==> config.mk <==
export PLATFORM = sky130hd
export DESIGN_NAME = yfsp_lane
export DESIGN_NICKNAME = d
export VERILOG_FILES = /design/src/yfsp_lane.sv
export SDC_FILE = /design/constraint.sdc
export NUM_CORES = 1
export LEC_CHECK = 0
export ABC_AREA = 1
export BUFFER_PORTS_ARGS = -buffer_cell sky130_fd_sc_hd__buf_2
export CAP_MARGIN = 40
export CORE_ASPECT_RATIO = 1.75
export CORE_MARGIN = 8
export CORE_UTILIZATION = 50
export DETAILED_ROUTE_END_ITERATION = 6
export MAX_ROUTING_LAYER = met4
export PLACE_DENSITY_LB_ADDON = 0.25
export SLEW_MARGIN = 20
export SYNTH_ARGS = -nofsm -noshare
export SYNTH_HDL_FRONTEND = slang
export SYNTH_SLANG_ARGS = --single-unit
==> constraint.sdc <==
create_clock -name clk -period 6.9 [get_ports clk]
set_input_delay 0.345 -clock clk [delete_from_list [all_inputs] [get_ports clk]]
set_output_delay 0.345 -clock clk [all_outputs]
set_load 0.1 [all_outputs]
==> src/yfsp_lane.sv <==
`default_nettype none
module yfsp_lane (
	input  wire logic       clk,
	input  wire logic       en,
	input  wire logic [7:0] ref_b,
	input  wire logic [7:0] test_b,
	output logic [15:0]     sq_s1
);
	logic [7:0] ad;
	assign ad = (ref_b >= test_b) ? ref_b - test_b : test_b - ref_b;
	always_ff @(posedge clk) begin
		if (en) sq_s1 <= 16'(ad) * 16'(ad);
	end
endmodule
`default_nettype wire

==> run_results.csv <==
group,metric,value,unit
outcome,status,"finished, final reports clean",
sta,fmax,177,MHz
cells_and_area,n_antenna_cell,0,
die,io_pins,34,
yosys,netlist_instances,383,
setup_path,cpMaxStageDelayCell,"fa_1",
setup_path,arrival,5.65,ns
sta,period_needed,5.66,ns
placed_design,gp_congestion,0.976,
cells_and_area,fillers,632,
global_route,grt_usage,14.8,%
die,core_area,6090,um2
detailed_routing,firstDrtPassIters,4,
setup_path,critical_path_class,"in -> reg",
worst_hold_path,hp-start,"en",
setup_path,cp_slowest_stage_delay,0.52,ns
detailed_routing,vias_per_cell,4.91,
detailed_routing,routedWlPerCell,12.0,um
setup_path,cp.required,6.90,ns
clocking,root_buffer,"clkbuf_8",
setup_path,cp_max_fo,10,
detailed_routing,via_count,2419,
global_route,grt_first_pass_wirelength,10500,um
placed_design,dp_hpwl,5480,um
sta,finalSetupViolations,0,
die,die_h,120,um
worst_hold_path,hp-class,"in -> reg",
worst_hold_path,hold_depth,1,
yosys,ys_seq_area_share,14.5,%
die,core.rowCount,38,
sta,finalHoldViolCount,0,
cells_and_area,regArea,450,um2
global_route,first_global_vias,2590,
sta,tns,0,ns
die,die_w,75.5,um
sta,period_share,82.0,%
setup_path,cp.buffers_inverters,6,
clocking,cts-hold-fix-buffers,0,
yosys,synth_nets,472,
detailed_routing,drt_iter0_markers,65,
setup_path,worstSetupEndpointType,"flip-flop",
cells_and_area,multi_input_area,2260,um2
cells_and_area,largestRegisters,"sq_s1 (15)",
cells_and_area,largest_reg_flops,15,
yosys,yosysUniqueCellTypes,33,
global_route,antenna_found_initial,0,
setup_path,crit_path_start_kind,"input port",
clocking,cts_buffers,3,
clocking,cts_sinks,15,
die,start_util,51.0,%
cells_and_area,largest_register,"sq_s1",
yosys,synth_area_per_cell,8.10,um2
clocking,ctsHtreeMaxLevel,1,
die,die_area,9080,um2
placed_design,port_buffers,32,
yosys,ys_seq_elements,15,
setup_path,path_delay_family,"adder cells",
cells_and_area,nets,503,
run,maxCapViolCount,0,
global_route,gr-total-overflow,0,
sta,fin_hold_ws,0.510,ns
detailed_routing,drc,0,
sta,rsz0062_at_grt,"no",
cells_and_area,drive_gt1_share,18.2,%
global_route,grt_max_degree,16,
detailed_routing,ant_nets,0,
detailed_routing,drt-total-wl,5930,um
clocking,cts_setup_buffers,0,
yosys,yosys_warnings,0,
clocking,cts_buffer_depth,2,
clocking,cts_tree,"built",
cells_and_area,area_delta_synth_final,8.27,%
clocking,ctsResizeCount,0,
yosys,synth_area,3100,um2
sta,drv_slew,0,
clocking,path_clk_slew,0.06,ns
worst_hold_path,min_to,"sq_s1[9]",
[per-stage QoR]
stage / cell area (um2) / worst slack, ns / instances / util (%)
floorplan: 3100 / 1.60 / 383 / -
global placement: 3310 / 1.03 / 489 / 54.4
finish: 3360 / 1.24 / 493 / 55.2
global route: 3360 / 0.931 / 493 / 55.2
CTS: 3360 / 1.22 / 493 / 55.2
detailed placement: 3310 / 0.973 / 489 / 54.4
[cell type report]
cell class              count  share of cell area (%)
clock buffers               4                    1.34
inverters                  90                    10.2
multi-input cells         272                    67.3
flip-flops and latches     15                    13.4
well taps                  80                    2.98
repair buffers             32                    4.77
[cells by family after synthesis]
| logic type | after synthesis | synth area share [%] |
|---|---|---|
| and+or+nand+nor | 144 | 24.4 |
| buffers and inverters | 96 | 12.6 |
| adders and majority gates | 71 | 34.7 |
| AOI/OAI and AO/OA | 32 | 6.33 |
| xor gates and xnor gates | 24 | 7.26 |
| DFF | 15 | 14.5 |
| other | 1 | 0.121 |
[worst max path at each step]
stage              from   endpoint  slack (ns)  cells past startpoint
3_3_place_gp   ref_b[0]  sq_s1[15]        1.03                     27
2_1_floorplan  ref_b[0]  sq_s1[15]        1.60                     26
5_1_grt        ref_b[0]  sq_s1[15]        0.93                     27
6_report       ref_b[0]  sq_s1[15]        1.24                     27
4_1_cts        ref_b[0]  sq_s1[15]        1.22                     27
3_5_place_dp   ref_b[0]  sq_s1[15]        0.97                     27
[Yosys cell counts]
library cell,count,area [um2]
a21o_1,1,7.51
a21oi_1,19,95.1
a21oi_2,1,8.76
a21oi_4,1,16.3
a31oi_1,1,6.26
buf_4,3,22.5
buf_6,2,22.5
clkbuf_1,1,3.75
conb_1,1,3.75
edfxtp_1,15,450
fa_1,25,500
ha_1,46,576
inv_1,86,323
inv_2,2,7.51
inv_4,2,12.5
nand2_1,66,248
nand2_2,15,93.8
nand2_4,3,33.8
nand3_1,19,95.1
nand3_2,1,10.0
nand3_4,4,70.1
nand4_1,3,18.8
nor2_1,26,97.6
nor2_2,1,6.26
nor2_4,4,45.0
nor2_8,2,40.0
o21a_1,1,7.51
o21ai_0,6,30.0
o21ai_2,1,8.76
o21ai_4,1,16.3
xnor2_1,8,70.1
xor2_1,14,123
xor2_2,2,32.5
[cells in the final DEF, fill, tap and decap left out, drive strengths merged]
| cell type | count |
|---|---|
| inv | 90 |
| nand2 | 84 |
| ha | 46 |
| nor2 | 33 |
| buf | 32 |
| fa | 25 |
| nand3 | 24 |
| a21oi | 21 |
| xor2 | 16 |
| edfxtp | 15 |
| xnor2 | 8 |
| o21ai | 8 |
| clkbuf | 4 |
| nand4 | 3 |
| a31oi | 1 |
| o21a | 1 |
| a21o | 1 |
| conb | 1 |
[layer usage]
layer | up-vias | share of wire, % | global-route usage (%)
met5 | - | 0 | -
met4 | 0 | 5.2 | 8.47
met3 | 21 | 3.1 | 0.995
met2 | 52 | 58 | 28.6
met1 | 1111 | 33 | 13.1
li1 | 1235 | - | -
Power is not shown: default switching activity piles up to over one toggle a cycle in this logic, so the estimate is an artifact.
