`src/yfsp_pkg.sv`:
```
`default_nettype none
package yfsp_pkg;
	localparam int LANES_DEF = 4;
	localparam int MAX_WIDTH_DEF = 4096;
	localparam int MAX_HEIGHT_DEF = 4096;
	localparam int ACC_W = 40;
	localparam int DIM_W = 13;
	localparam int POS_W = 23;
	localparam int FNUM_W = 24;
	localparam int PSNR_W = 15;
	localparam int LOG_W = 22;
	localparam logic [17:0] TENLOG2_Q16 = 18'd197283;
	localparam logic [16:0] PEAK_SQ = 17'd65025;
	localparam logic [PSNR_W-1:0] PSNR_MAX = 15'd32767;
	localparam logic [0:0] REG_WIDTH = 1'b0;
	localparam logic [0:0] REG_HEIGHT = 1'b1;

	typedef struct packed {
		logic [FNUM_W-1:0] fnum;
		logic              differs;
		logic [ACC_W-1:0]  sse_y;
		logic [ACC_W-1:0]  sse_u;
		logic [ACC_W-1:0]  sse_v;
		logic [26:0]       ylen;
	} frame_res_t;

	function automatic logic [ACC_W-1:0] sat_add(input logic [ACC_W-1:0] a,
			input logic [ACC_W-1:0] b);
		logic [ACC_W:0] s;
		s = {1'b0, a} + {1'b0, b};
		sat_add = s[ACC_W] ? {ACC_W{1'b1}} : s[ACC_W-1:0];
	endfunction
endpackage
`default_nettype wire

```
`src/yfsp_log2.sv`:
```
`default_nettype none
// Sequential log2 in Q16: one squaring per cycle after a normalize step.
module yfsp_log2 (
	input  wire logic        clk,
	input  wire logic        arst_n,
	input  wire logic        start,
	input  wire logic [56:0] x,
	output logic             done,
	output logic [21:0]      result
);
	localparam logic [1:0] ST_IDLE = 2'd0, ST_NORM = 2'd1, ST_SQ = 2'd2;
	logic [1:0]  state_q;
	logic [56:0] x_q;
	logic [5:0]  msb_q;
	logic [32:0] m_q;
	logic [4:0]  cnt_q;
	logic [15:0] frac_q;
	logic [5:0]  msb;
	logic [65:0] sq;
	logic [34:0] mn;
	always_comb begin
		msb = '0;
		for (int i = 0; i < 57; i++) if (x_q[i]) msb = 6'(i);
	end
	assign sq = 66'(m_q) * 66'(m_q);
	assign mn = sq[65:31];
	always_ff @(posedge clk or negedge arst_n) begin
		if (!arst_n) begin
			state_q <= ST_IDLE;
			done <= 1'b0;
		end else begin
			done <= 1'b0;
			unique case (state_q)
				ST_IDLE: if (start) state_q <= ST_NORM;
				ST_NORM: state_q <= ST_SQ;
				ST_SQ: if (cnt_q == 5'd15) begin
					state_q <= ST_IDLE;
					done <= 1'b1;
				end
				default: state_q <= ST_IDLE;
			endcase
		end
	end
	always_ff @(posedge clk) begin
		if (state_q == ST_IDLE && start) x_q <= x;
		if (state_q == ST_NORM) begin
			msb_q <= msb;
			m_q <= (msb > 6'd31) ? 33'(x_q >> (msb - 6'd31)) : 33'(x_q << (6'd31 - msb));
			cnt_q <= '0;
			frac_q <= '0;
		end
		if (state_q == ST_SQ) begin
			cnt_q <= cnt_q + 5'd1;
			frac_q <= {frac_q[14:0], mn[32]};
			m_q <= mn[32] ? mn[33:1] : mn[32:0];
		end
	end
	assign result = {msb_q, frac_q};
endmodule
`default_nettype wire

```
`src/yfsp_psnr.sv`:
```
`default_nettype none
// Frame-end unit: three log pairs run in turn on one log2 unit.
module yfsp_psnr (
	input  wire logic                  clk,
	input  wire logic                  arst_n,
	input  wire logic                  start,
	input  wire yfsp_pkg::frame_res_t  res,
	output logic                       busy,
	output logic                       res_valid,
	input  wire logic                  res_ready,
	output yfsp_pkg::frame_res_t       res_out,
	output logic [yfsp_pkg::PSNR_W-1:0] p_y,
	output logic [yfsp_pkg::PSNR_W-1:0] p_u,
	output logic [yfsp_pkg::PSNR_W-1:0] p_v
);
	localparam logic [2:0] ST_IDLE = 3'd0, ST_LA = 3'd1, ST_WA = 3'd2, ST_LB = 3'd3,
		ST_WB = 3'd4, ST_MUL = 3'd5, ST_OUT = 3'd6;
	localparam int ACC_LOC = yfsp_pkg::ACC_W;
	logic [2:0]  state_q;
	logic [1:0]  plane_q;
	logic [21:0] la_q, lb_q;
	logic        lstart, ldone;
	logic [21:0] lres;
	logic [56:0] lx;
	logic [ACC_LOC-1:0] sse;
	logic [26:0] nlen;
	logic [40:0] prod_s1;
	logic [40:0] rnd;
	logic [yfsp_pkg::PSNR_W-1:0] pq;
	always_comb begin
		unique case (plane_q)
			2'd0: sse = res_out.sse_y;
			2'd1: sse = res_out.sse_u;
			default: sse = res_out.sse_v;
		endcase
	end
	assign nlen = (plane_q == 2'd0) ? res_out.ylen : {2'b00, res_out.ylen[26:2]};
	assign lx = (state_q == ST_LA) ? 57'(nlen) * 57'(yfsp_pkg::PEAK_SQ) : 57'(sse);
	assign lstart = (state_q == ST_LA) || (state_q == ST_LB);
	yfsp_log2 u_log (.clk(clk), .arst_n(arst_n), .start(lstart), .x(lx),
		.done(ldone), .result(lres));
	assign rnd = prod_s1 + 41'd8388608;
	assign pq = (sse == '0 || lb_q >= la_q) ? '0
		: (rnd[40:24] > 17'(yfsp_pkg::PSNR_MAX)) ? yfsp_pkg::PSNR_MAX : rnd[38:24];
	assign busy = state_q != ST_IDLE;
	assign res_valid = state_q == ST_OUT;
	always_ff @(posedge clk or negedge arst_n) begin
		if (!arst_n) begin
			state_q <= ST_IDLE;
			plane_q <= '0;
		end else begin
			unique case (state_q)
				ST_IDLE: if (start) begin
					state_q <= ST_LA;
					plane_q <= '0;
				end
				ST_LA: state_q <= ST_WA;
				ST_WA: if (ldone) state_q <= ST_LB;
				ST_LB: state_q <= ST_WB;
				ST_WB: if (ldone) state_q <= ST_MUL;
				ST_MUL: begin
					if (plane_q == 2'd2) state_q <= ST_OUT;
					else begin
						state_q <= ST_LA;
						plane_q <= plane_q + 2'd1;
					end
				end
				ST_OUT: if (res_ready) state_q <= ST_IDLE;
				default: state_q <= ST_IDLE;
			endcase
		end
	end
	always_ff @(posedge clk) begin
		if (state_q == ST_IDLE && start) res_out <= res;
		if (state_q == ST_WA && ldone) la_q <= lres;
		if (state_q == ST_WB && ldone) begin
			lb_q <= lres;
			prod_s1 <= 41'(la_q - lres) * 41'(yfsp_pkg::TENLOG2_Q16);
		end
		if (state_q == ST_MUL) begin
			unique case (plane_q)
				2'd0: p_y <= pq;
				2'd1: p_u <= pq;
				default: p_v <= pq;
			endcase
		end
	end
endmodule
`default_nettype wire

```
`config.mk`:
```
export PLATFORM = sky130hd
export DESIGN_NAME = yfsp_psnr
export DESIGN_NICKNAME = d
export VERILOG_FILES = /design/src/yfsp_pkg.sv /design/src/yfsp_log2.sv /design/src/yfsp_psnr.sv
export SDC_FILE = /design/constraint.sdc
export NUM_CORES = 2
export LEC_CHECK = 0
export ABC_AREA = 1
export BUFFER_PORTS_ARGS = -buffer_cell sky130_fd_sc_hd__buf_4
export CORE_MARGIN = 2
export CORE_UTILIZATION = 45
export CTS_CLUSTER_SIZE = 8
export DETAILED_ROUTE_END_ITERATION = 16
export PLACE_DENSITY_LB_ADDON = 0.12
export SYNTH_ARGS = -nofsm -noshare
export SYNTH_HDL_FRONTEND = slang
export SYNTH_SLANG_ARGS = --single-unit
```
`constraint.sdc`:
```
create_clock -name clk -period 28.1 [get_ports clk]
set_clock_uncertainty 0.15 [all_clocks]
set_input_delay 1.405 -clock clk [delete_from_list [all_inputs] [get_ports clk]]
set_output_delay 1.405 -clock clk [all_outputs]
set_load 0.05 [all_outputs]
```
==> metrics.cfg <==
[synthesis]
synth_edf_count=382
ys_async_sr_fraction_pct=2.051
ys.flop_type=edfxtp_1
ys_seq_area_share_pct=19.10
synth_top_area_cell=fa_1
synth_common_cells=inv_1 (1872), nand2_1 (1236), fa_1 (1073)
mappedNetlistArea_um2=61100
ys_ff_latch=390
yosysWarnings=0
synth_area_leaders=fa_1 (35%), edfxtp_1 (19%), ha_1 (13%)
synth_fp_nets=8623
yosysUniqueCellTypes=58
yosysTopAreaCellShare_pct=35.15
synth_cells=6741
post-synth-top-count-cell=inv_1
avgSynthCellArea_um2=9.064

[route]
vias=44670
routedWlPerCell_um=19.23
post-route-drc-count=0
drtIter0Drc=3219
vias_per_cell=5.049
route.antenna.remaining_nets=0
wirelength_mm=170.1
first_pass_iters=7

[run_status]
run_status=completed

[floorplanning]
io_pins=395
initial_core_util_pct=45.22
die_h_um=372.5
die_x_um=372.5
dieArea_um2=138700
coreArea_um2=135100
std_cell_rows=135

[sta]
rsz0062_at_grt=false
holdWs_ps=321.8
setup_tns_ps=0
final_max_slew_viol_count=0
setup_viol=0
finalWorstSetupSlack_ps=18570
fmax_mhz=104.9
fin_crit_ps=9529
finalHoldViolCount=0
relSlewSlack_pct=32.53
worst_pin_slew_ps=1011
min_period_over_period_pct=33.91

[layout]
nets=8917
fillCellCount=12870
fin_cells=8848
seq_area_um2=11670
drive_gt1_share_pct=8.068
syn2layout_area_growth_pct=10.63
multi_input_area_um2=41610

[worst_setup_path]
regToRegStartpoint=u_log.m_q[19]
start_kind=flop
crit-reg2reg-capture=u_log.m_q[6]
path_class=reg -> reg
crit_fanout=34
end_kind=flop
worstPathRequired_ps=28310
r2r_slack_ps=18570
cp_slowest_cell=fa_1
critPathLaunch=u_log.m_q[19]
cp.depth=39
reg2regPathDepth=39
path_delay_family=adder cells
cp.buffers_inverters=10
worst_path_most_repeated_cell=fa_1
arrival_ps=9740
critPathMaxStageDelay_ps=540

[clocking]
cts_sinks=390
htreeDepth=2
clk_latency_ps=640
cts.clk_slew.worst_paths_ps=50
cts_tree=done
root_buffer=clkbuf_16
cts_buffers=55
postCtsResizedCells=0
cts.path.max_buffers=3
post-cts-setup-buffer-count=0
hold_buffers=0

[worst_hold_path]
holdPathEnd=la_q[18]
min_from=u_log.msb_q[2]
min_path_cells=0
hp-class=reg -> reg

[global_routing]
overflow=0
grt_usage_pct=25.19
antenna_found_initial=4
grt_pass1_vias=47500
grt_max_degree=80
grt_pass1_wl_mm=269.5

[placed_design]
placed_cells=8759
gp_congestion=0.9338
dp_hpwl_mm=139.0
port_buffers=394
dp_slack_ps=18570

[run]
maxCapViolations=0

routing by layer:
| metal | up-vias | share of wire, % | global-route usage, % |
|---|---|---|---|
| li1 | 20990 | - | - |
| met1 | 22080 | 43 | 33.82 |
| met3 | 220 | 6.1 | 3.466 |
| met2 | 1381 | 49 | 43.15 |
| met4 | 2 | 2.5 | 5.978 |
| met5 | - | 0.0082 | 0 |
logic make-up after synthesis:
| family | Yosys count | synth area share, % |
|---|---|---|
| buffers and inverters | 2102 | 12.96 |
| AND/OR/NAND/NOR | 1895 | 12.92 |
| adder cells (fa/ha/maj) | 1706 | 48.12 |
| AO/OA/AOI/OAI | 486 | 4.519 |
| flip-flops | 390 | 19.10 |
| XOR/XNOR | 146 | 2.123 |
| multiplexers | 16 | 0.2621 |
registers in the layout, indices dropped and copies added (netlist names):
| name | count |
|---|---|
| p_u | 15 |
| u_log.m_q | 33 |
| state_q | 3 |
| res_out | 172 |
| u_log.state_q | 2 |
| prod_s1 | 18 |
| la_q | 22 |
| u_log.frac_q | 16 |
| u_log.x_q | 43 |
| u_log.msb_q | 6 |
| u_log.cnt_q | 5 |
| p_y | 15 |
| p_v | 15 |
| plane_q | 2 |
| lb_q | 22 |
| u_log.done | 1 |
worst max path at each step:
stage                               end  slack, ps
final                      u_log.m_q[6]      18570
after global routing        prod_s1[35]      17740
after CTS                  u_log.m_q[6]      18540
after detailed placement  u_log.m_q[25]      18570
after global placement    u_log.m_q[25]      18620
after floorplan              res_out[0]      18680
placed cells by master (no fill, tap or decap), types with 10 or more instances in the layout:
cell and count:
nor4_1 10, clkbuf_16 55, a31oi_1 23, buf_4 456, ha_1 629, nand2_1 1236
mux2i_1 16, a21oi_1 231, a22o_1 16, inv_1 1872, o21bai_1 11, o22a_1 11
nand4_1 31, xnor2_1 58, edfxtp_1 382, nor2_1 124, clkbuf_1 26, a21o_1 15
nor3_1 15, fa_1 1073, or2_2 15, o211ai_1 12, xor2_1 85, nand3_1 438
o21ai_0 122
metrics by stage:
step	instance area, um^2	utilization [%]
CTS	67590	50.02
detailed placement	66010	48.85
floorplan	61100	-
global route	67600	50.02
global placement	66010	48.85
finish	67600	50.03
layout make-up:
type / instances / area share [%]
Multi-Input combinational cell: 4249 / 61.56
Sequential cell: 390 / 17.27
Inverter: 1883 / 10.46
Timing Repair Buffer: 456 / 5.064
Tap cell: 1781 / 3.296
Clock buffer: 82 / 2.201
Clock inverter: 5 / 0.1499
Antenna cell: 2 / 0.007404
Power is left out: the tool's default activity adds up to more than one toggle a clock period on the data nets, which glitch-free logic cannot reach.
